`config.mk`:
```
export PLATFORM = sky130hd
export DESIGN_NAME = alu_with_condition_flags
export DESIGN_NICKNAME = d
export VERILOG_FILES = /design/src/hdl/awcf_pkg.sv /design/src/hdl/awcf_core.sv /design/src/hdl/alu_with_condition_flags.sv
export VERILOG_INCLUDE_DIRS = /design/src /design/src/hdl
export SDC_FILE = /design/constraint.sdc
export NUM_CORES = 1
export LEC_CHECK = 0
export BUFFER_PORTS_ARGS = -buffer_cell sky130_fd_sc_hd__buf_4
export CORE_ASPECT_RATIO = 1.1
export CORE_MARGIN = 8
export CORE_UTILIZATION = 50
export DETAILED_ROUTE_END_ITERATION = 7
export HOLD_SLACK_MARGIN = 0.06
export PLACE_DENSITY = 0.76
export SLEW_MARGIN = 25
export SYNTH_ARGS = -nofsm -noshare
export SYNTH_HDL_FRONTEND = slang
export SYNTH_SLANG_ARGS = --single-unit
```
`constraint.sdc`:
```
create_clock -name clk -period 6.2 [get_ports clk]
set_input_delay 0.93 -clock clk [delete_from_list [all_inputs] [get_ports clk]]
set_output_delay 0.93 -clock clk [all_outputs]
set_load 0.1 [all_outputs]
```
`src/hdl/alu_with_condition_flags_macros.svh`:
```
// Assertion macros used by the top level of the ALU with condition flags RTL.
`ifndef ALU_WITH_CONDITION_FLAGS_MACROS_SVH
`define ALU_WITH_CONDITION_FLAGS_MACROS_SVH

// Checks that the antecedent implies the consequent in the same cycle.
`define AWCF_ASSERT_SAME(lbl, ante, cons) \
  lbl: assert property (@(posedge clk) disable iff (rst) (ante) |-> (cons)) \
    else $error("assertion failed in same cycle");

// Checks that the antecedent implies the consequent in the next cycle.
`define AWCF_ASSERT_NEXT(lbl, ante, cons) \
  lbl: assert property (@(posedge clk) disable iff (rst) (ante) |=> (cons)) \
    else $error("assertion failed in next cycle");

`endif

```
`src/hdl/awcf_pkg.sv`:
```
// Package with operation codes, width codes and types for the ALU with condition flags.
`default_nettype none
package awcf_pkg;

  localparam logic [2:0] KIND_ADD = 3'd0;
  localparam logic [2:0] KIND_SUB = 3'd1;
  localparam logic [2:0] KIND_AND = 3'd2;
  localparam logic [2:0] KIND_OR  = 3'd3;
  localparam logic [2:0] KIND_XOR = 3'd4;
  localparam logic [2:0] KIND_INC = 3'd5;
  localparam logic [2:0] KIND_DEC = 3'd6;

  localparam logic [1:0] WIDTH_8  = 2'd0;
  localparam logic [1:0] WIDTH_16 = 2'd1;

  localparam int HALF_BIT = 4;

  localparam logic [5:0] MASK_ALL      = 6'h3F;
  localparam logic [5:0] MASK_NO_CARRY = 6'h3E;
  localparam logic [5:0] MASK_NONE     = 6'h00;

  typedef struct packed {
    logic [2:0]  kind;
    logic [1:0]  width_sel;
    logic [31:0] target_value;
    logic [31:0] source_value;
    logic        carry_in;
  } awcf_req_t;

  typedef struct packed {
    logic [5:0]  flag_write_mask;
    logic        carry_flag;
    logic        subtract_flag;
    logic        overflow_parity_flag;
    logic        half_flag;
    logic        zero_flag;
    logic        sign_flag;
    logic [31:0] result_value;
  } awcf_res_t;

endpackage
`default_nettype wire

```
`src/hdl/awcf_core.sv`:
```
// Combinational ALU datapath with flag and flag write mask generation.
`default_nettype none
module awcf_core
  import awcf_pkg::*;
(
  input  var awcf_req_t req,
  input  wire           undefined_flag_value,
  output awcf_res_t     res
);

  function automatic logic msb_at(input logic [31:0] v, input logic [1:0] w);
    case (w)
      WIDTH_8:  msb_at = v[7];
      WIDTH_16: msb_at = v[15];
      default:  msb_at = v[31];
    endcase
  endfunction

  function automatic logic carry_at(input logic [32:0] v, input logic [1:0] w);
    case (w)
      WIDTH_8:  carry_at = v[8];
      WIDTH_16: carry_at = v[16];
      default:  carry_at = v[32];
    endcase
  endfunction

  logic [31:0] wmask;
  logic [31:0] t;
  logic [31:0] s;
  logic        cin;
  logic [32:0] sum;
  logic [32:0] dif;
  logic [31:0] add_v;
  logic [31:0] sub_v;
  logic        is32;
  logic [31:0] r;
  logic        hf;
  logic        vf;
  logic        nf;
  logic        cf;
  logic [5:0]  mask;

  always_comb begin
    case (req.width_sel)
      WIDTH_8:  wmask = 32'h0000_00FF;
      WIDTH_16: wmask = 32'h0000_FFFF;
      default:  wmask = 32'hFFFF_FFFF;
    endcase
    is32  = (req.width_sel != WIDTH_8) && (req.width_sel != WIDTH_16);
    t     = req.target_value & wmask;
    s     = req.source_value & wmask;
    cin   = ((req.kind == KIND_ADD) || (req.kind == KIND_SUB)) ? req.carry_in : 1'b0;
    sum   = {1'b0, t} + {1'b0, s} + {32'd0, cin};
    dif   = {1'b0, t} - {1'b0, s} - {32'd0, cin};
    add_v = sum[31:0] & wmask;
    sub_v = dif[31:0] & wmask;

    r    = t;
    hf   = 1'b0;
    vf   = 1'b0;
    nf   = 1'b0;
    cf   = 1'b0;
    mask = MASK_NONE;

    case (req.kind)
      KIND_ADD: begin
        r    = add_v;
        cf   = carry_at(sum, req.width_sel);
        vf   = msb_at((t ^ add_v) & (s ^ add_v), req.width_sel);
        hf   = is32 ? undefined_flag_value : (t[HALF_BIT] ^ s[HALF_BIT] ^ add_v[HALF_BIT]);
        mask = MASK_ALL;
      end
      KIND_SUB: begin
        r    = sub_v;
        cf   = carry_at(dif, req.width_sel);
        nf   = 1'b1;
        vf   = msb_at((t ^ s) & (t ^ sub_v), req.width_sel);
        hf   = is32 ? undefined_flag_value : (t[HALF_BIT] ^ s[HALF_BIT] ^ sub_v[HALF_BIT]);
        mask = MASK_ALL;
      end
      KIND_AND, KIND_OR, KIND_XOR: begin
        if (req.kind == KIND_AND) begin
          r = t & s;
        end else if (req.kind == KIND_OR) begin
          r = t | s;
        end else begin
          r = t ^ s;
        end
        vf   = is32 ? undefined_flag_value : ~(^r);
        hf   = (req.kind == KIND_AND);
        mask = MASK_ALL;
      end
      KIND_INC: begin
        r = add_v;
        if (req.width_sel == WIDTH_8) begin
          vf   = msb_at((t ^ add_v) & (s ^ add_v), req.width_sel);
          hf   = t[HALF_BIT] ^ s[HALF_BIT] ^ add_v[HALF_BIT];
          mask = MASK_NO_CARRY;
        end
      end
      KIND_DEC: begin
        r = sub_v;
        if (req.width_sel == WIDTH_8) begin
          nf   = 1'b1;
          vf   = msb_at((t ^ s) & (t ^ sub_v), req.width_sel);
          hf   = t[HALF_BIT] ^ s[HALF_BIT] ^ sub_v[HALF_BIT];
          mask = MASK_NO_CARRY;
        end
      end
      default: begin
        r    = t;
        mask = MASK_NONE;
      end
    endcase

    res.result_value         = r;
    res.sign_flag            = mask[5] & msb_at(r, req.width_sel);
    res.zero_flag            = mask[4] & (r == 32'd0);
    res.half_flag            = mask[3] & hf;
    res.overflow_parity_flag = mask[2] & vf;
    res.subtract_flag        = mask[1] & nf;
    res.carry_flag           = mask[0] & cf;
    res.flag_write_mask      = mask;
  end

endmodule
`default_nettype wire

```
`src/hdl/alu_with_condition_flags.sv`:
```
// Top level of the ALU with condition flags: request register, datapath, result register.
// An accepted request is held in the request register, and its result in the result register, before it is output.
// Throughput is one request per cycle while the output does not stall; the request
// and result registers form a two-stage pipeline whose advance is set by the output
// stall alone. Reset (synchronous, active high) empties both stages and clears the
// undefined flag value register to zero.
`default_nettype none
`include "alu_with_condition_flags_macros.svh"
module alu_with_condition_flags
  import awcf_pkg::*;
(
  input  wire        clk,
  input  wire        rst,
  input  wire        s_tvalid,
  output logic       s_tready,
  // [31:0] target_value, [63:32] source_value, [64] carry_in, [71:65] zero
  input  wire [71:0] s_tdata,
  // [2:0] kind, [4:3] width_sel
  input  wire [4:0]  s_tuser,
  output logic       m_tvalid,
  input  wire        m_tready,
  // [31:0] result_value, [32] sign_flag, [33] zero_flag, [34] half_flag,
  // [35] overflow_parity_flag, [36] subtract_flag, [37] carry_flag,
  // [43:38] flag_write_mask, [47:44] zero
  output logic [47:0] m_tdata,
  input  wire        cfg_valid,
  output logic       cfg_ready,
  input  wire        cfg_data
);

  logic      undef_value;
  logic      in_valid;
  awcf_req_t in_req;
  logic      out_valid;
  awcf_res_t out_res;
  awcf_res_t core_res;
  logic      out_ready;
  logic      advance;
  logic [5:0] out_mask_by_flag;

  assign out_ready = !out_valid || m_tready;
  assign advance   = in_valid && out_ready;
  assign s_tready  = !in_valid || out_ready;
  assign cfg_ready = 1'b1;

  always_ff @(posedge clk) begin
    if (rst) begin
      undef_value <= 1'b0;
    end else if (cfg_valid) begin
      undef_value <= cfg_data;
    end
  end

  always_ff @(posedge clk) begin
    if (rst) begin
      in_valid <= 1'b0;
    end else if (s_tready) begin
      in_valid <= s_tvalid;
    end
  end

  always_ff @(posedge clk) begin
    if (s_tvalid && s_tready) begin
      in_req.kind         <= s_tuser[2:0];
      in_req.width_sel    <= s_tuser[4:3];
      in_req.target_value <= s_tdata[31:0];
      in_req.source_value <= s_tdata[63:32];
      in_req.carry_in     <= s_tdata[64];
    end
  end

  awcf_core u_core (
    .req                  (in_req),
    .undefined_flag_value (undef_value),
    .res                  (core_res)
  );

  always_ff @(posedge clk) begin
    if (rst) begin
      out_valid <= 1'b0;
    end else if (out_ready) begin
      out_valid <= in_valid;
    end
  end

  always_ff @(posedge clk) begin
    if (advance) begin
      out_res <= core_res;
    end
  end

  assign m_tvalid = out_valid;
  assign m_tdata  = {4'd0, out_res.flag_write_mask, out_res.carry_flag,
                     out_res.subtract_flag, out_res.overflow_parity_flag,
                     out_res.half_flag, out_res.zero_flag, out_res.sign_flag,
                     out_res.result_value};

  // The mask bits reordered to line up with the flag bits [37:32] of the output.
  assign out_mask_by_flag = {m_tdata[38], m_tdata[39], m_tdata[40],
                             m_tdata[41], m_tdata[42], m_tdata[43]};

  `AWCF_ASSERT_NEXT(a_accept_fills, s_tvalid && s_tready, in_valid)
  `AWCF_ASSERT_NEXT(a_stall_keeps_request, in_valid && !out_ready, in_valid && $stable(in_req))
  `AWCF_ASSERT_SAME(a_unwritten_flags_zero, m_tvalid, (m_tdata[37:32] & ~out_mask_by_flag) == 6'd0)
  `AWCF_ASSERT_SAME(a_zero_flag_result, m_tvalid && m_tdata[33], m_tdata[31:0] == 32'd0)

endmodule
`default_nettype wire
```
==> results.rst <==
.. list-table::
   :header-rows: 1

   * - Metric
     - Value
   * - Detailed-routed wire length on met3
     - 3.55 mm
   * - Destination of the worst register-to-register timing path
     - m_tdata[33]
   * - Die W
     - between 150 and 200 um
   * - Most common cell after layout, fill and taps aside
     - nand2_1
   * - Fin area
     - about 13000 um2
   * - Psw
     - 1.33 mW
   * - Final core occ
     - 58.4%
   * - Critical path launch point type
     - register
   * - Antenna fix cells
     - 0
   * - Type of the most critical hold path
     - reg -> reg
   * - Kind of capture point of the worst setup path
     - register
   * - Number of H-tree branching levels
     - 4
   * - Static leakage power
     - between 5 and 6 nW
   * - # hold bufs at CTS
     - 0
   * - Die height
     - about 180 um
   * - Proportion of total power due to net switching
     - between 30% and 40%
   * - DR DRC count
     - 0
   * - Wire length per cell
     - ~22 um
   * - Number of enable-type register cells in the synthesized netlist
     - 110
   * - Final worst-path cycle share
     - about 87%
   * - Cell count after synthesis
     - between 1000 and 1500
   * - Total congestion overflow after global routing
     - 0
   * - Post-route setup TNS
     - 0 ns
   * - CTS tree
     - built
   * - Worst reg-to-reg path cell count
     - 18
   * - Worst slew margin relative to its limit
     - a little over a third
   * - Clock tree root buffer cell
     - clkbuf_16
   * - Growth of design area from synthesis to finish
     - 14.9%
   * - Die Area
     - 28300 um2
   * - Part of the total power dissipated in sequential elements
     - between 20 and 30%
   * - Fraction of final layout cells sized beyond drive strength 1
     - 15.3%
   * - Total count of max-transition violations in the final report
     - 0
   * - Outcome
     - finished, final reports clean
   * - Vias per inst
     - just over 6
   * - Post-detailed-route count of antenna-violating nets
     - 0
   * - Wire length on met1
     - 16.5 mm
   * - Maximum Capacitance Violations
     - 0
   * - Unrepaired setup endpoints after global routing
     - false
   * - Number of gates resized after cts
     - 0
   * - Number of stages on the worst hold path
     - 2
   * - Pin count of the biggest net entering global routing
     - 71
   * - Cell-internal power
     - between 2 and 2.5 mW
   * - Worst ir drop on vdd
     - about 150 uV
   * - Hold Crit Endpoint
     - undef_value
   * - Share of synthesized registers carrying an async set or reset
     - 0%
   * - Total clock buffers created by CTS
     - 17
   * - First-pass GRT wire length
     - a little over 60 mm
   * - Maximum buffer depth of the clock tree
     - 2
   * - Highest metal layer with signal wires
     - met4
   * - Launching point of the worst reg2reg path
     - in_req[65]
   * - Clock latency at the later pin of the worst-skew pair
     - 0.43 ns
   * - Overall routing resource usage
     - between 20% and 30%
   * - Yosys warnings
     - 0
   * - Worst endpoint required time
     - 6.46 ns
   * - # Post-CTS Setup Buffers
     - 0
   * - Kind of critical path
     - reg -> reg
   * - Top FF cell, synth
     - edfxtp_1
   * - Unique cell type count in the Yosys netlist
     - 91
   * - Number of antenna violations at the first check in global routing
     - 0
   * - Row cnt
     - 58
   * - Shortest clock period the worst path allows after layout
     - 5.39 ns
   * - Total placed instance area
     - ~13000 um2
   * - Mean Syn Cell Area
     - 8.41 um2
   * - Peak fanout along the critical path
     - 19
   * - Reg-to-reg slack, setup
     - 0.81 ns
   * - Count of vias placed by the detailed router
     - between 10000 and 15000
   * - Part of the total power dissipated in the clock network
     - about a third
   * - Initial Utilization
     - 50.8%
   * - Placer's final routability congestion estimate
     - 0.968
   * - Detailed-router iteration count before antenna repair
     - 7
   * - Vias in the first global route
     - between 10000 and 15000
   * - Detailed placer's ending HPWL
     - between 20 and 30 mm
   * - Post-synthesis instance area
     - approximately 12000 um2
   * - Sum of routed wire length over all layers
     - 39.5 mm
   * - CP arrival
     - 5.65 ns
   * - Detailed-routed wire length on met2
     - ~18 mm
   * - Sequential element share of the synthesized area
     - between 20% and 30%
   * - Final setup viols
     - 0
   * - Core area
     - 22800 um2
   * - Hold Crit Start
     - undef_value
   * - Endpoints failing hold
     - 0
   * - Measured slew at the worst slew-check pin
     - roughly 1 ns
   * - Total of flip-flops plus latches after synthesis
     - approximately 110
   * - Top-level port count
     - 134
   * - Combinational share of power
     - around two fifths
   * - Clock sink count
     - ~110
   * - Iteration-0 DRC Markers
     - ~1200
   * - Total number of nets in the final design
     - roughly 1700
   * - Power density over cell area
     - 259 nW/um2
   * - Clock transition at the registers of the reported paths
     - 0.06 ns
   * - Skew final
     - around 0.012 ns
   * - Number of port buffers
     - around 120
   * - Top library cells by usage in the layout, fill and taps aside
     - nand2_1 (171), buf_4 (150), ha_1 (126), inv_1 (121), edfxtp_1 (110)
   * - Fmax
     - 186 MHz
-- routing by layer --
| layer | global-route usage (%) | vias to the layer above |
|---|---|---|
| li1 | - | 5149 |
| met1 | 35.6 | 5146 |
| met2 | 43.0 | 581 |
| met3 | 5.74 | 102 |
| met4 | 12.8 | 0 |
| met5 | 0 | - |
-- cells by family (layout without fill, tap and decap cells) --
family                     after synthesis  in the layout  synth area share, %
AOI/OAI and AO/OA                      418            418                 24.8
DFF                                    113            113                 29.0
and+or+nand+nor                        424            424                 17.4
other                                    2              5               0.0648
buffers and inverters                  205            305                 7.68
adders and majority gates              130            130                 14.3
muxes                                   13             13                 1.16
xor gates and xnor gates                72             72                 5.56
-- cell type report --
type,instances,area [um2]
tap,300,375
fill,2119,9480
clock buffer,20,437
inverter,123,462
timing repair buffer,150,1130
clock inverter,12,189
multi-input combinational,1062,7360
sequential,113,3360
-- power by group through the flow --
stage	sequential (mW)	clock [mW]	combinational, mW
2_1_floorplan	1.09	0	0.890
4_1_cts	0.930	1.09	1.40
3_3_place_gp	0.944	0	1.38
5_1_grt	0.934	1.12	1.53
6_report	0.929	1.09	1.43
3_5_place_dp	0.945	0	1.39
-- how the worst max path moves through the flow --
stage                     slack [ns]  cells after the start  startpoint           to
after detailed placement        0.98                     18  in_req[65]  m_tdata[33]
final                           0.81                     18  in_req[65]  m_tdata[33]
after CTS                       0.95                     18  in_req[65]  m_tdata[33]
after global routing            0.56                     15  in_req[66]  m_tdata[33]
after global placement          1.05                     18  in_req[65]  m_tdata[33]
after floorplan                 1.41                     18  in_req[66]  m_tdata[33]
-- worst max-delay path, stage by stage (launching register included) --
cell	delay, ns
edfxtp_1	0.40
inv_1	0.24
nand2_1	0.14
buf_4	0.24
nand2_1	0.16
ha_1	0.38
ha_1	0.44
nand2_1	0.17
a21oi_1	0.08
a21oi_1	0.31
nand2_1	0.16
xor2_1	0.20
a221o_1	0.41
or4_1	0.61
nor4_1	0.34
buf_4	0.19
o2111ai_1	0.22
nor4_1	0.30
nor4b_2	0.23
-- flip-flops by register name (all words and copies together), names as in the netlist --
name	count
in_req	70
m_tdata	40
in_valid	1
m_tvalid	1
undef_value	1
-- per-stage QoR --
step	std cells	power, mW	worst slack, ns	hold slack (ns)
detailed placement	1748	2.34	0.978	0.502
CTS	1780	3.43	0.952	0.518
floorplan	1380	1.98	1.41	0.460
global placement	1748	2.32	1.05	0.482
global route	1780	3.58	0.561	0.560
finish	1780	3.45	0.810	0.513
-- synthesized netlist by cell type (all sizes together), types with 12 or more instances --
| master | count | area, um2 |
|---|---|---|
| nand2 | 172 | 648 |
| ha | 126 | 1580 |
| inv | 121 | 454 |
| a21oi | 114 | 601 |
| edfxtp | 110 | 3300 |
| nor2 | 87 | 329 |
| o21ai | 72 | 364 |
| buf | 49 | 304 |
| xnor2 | 43 | 377 |
| a21o | 37 | 278 |
| clkbuf | 33 | 124 |
| xor2 | 28 | 245 |
| nor3 | 25 | 130 |
| nand3 | 20 | 100 |
| nand4 | 19 | 119 |
| a211oi | 18 | 145 |
| a31oi | 18 | 113 |
| a22oi | 17 | 128 |
| o31ai | 17 | 133 |
| and2 | 16 | 100 |
| and3 | 15 | 93.8 |
| nor2b | 15 | 93.8 |
| or2 | 13 | 81.3 |
| nand2b | 12 | 75.1 |
(Power assumes the default switching activity.)
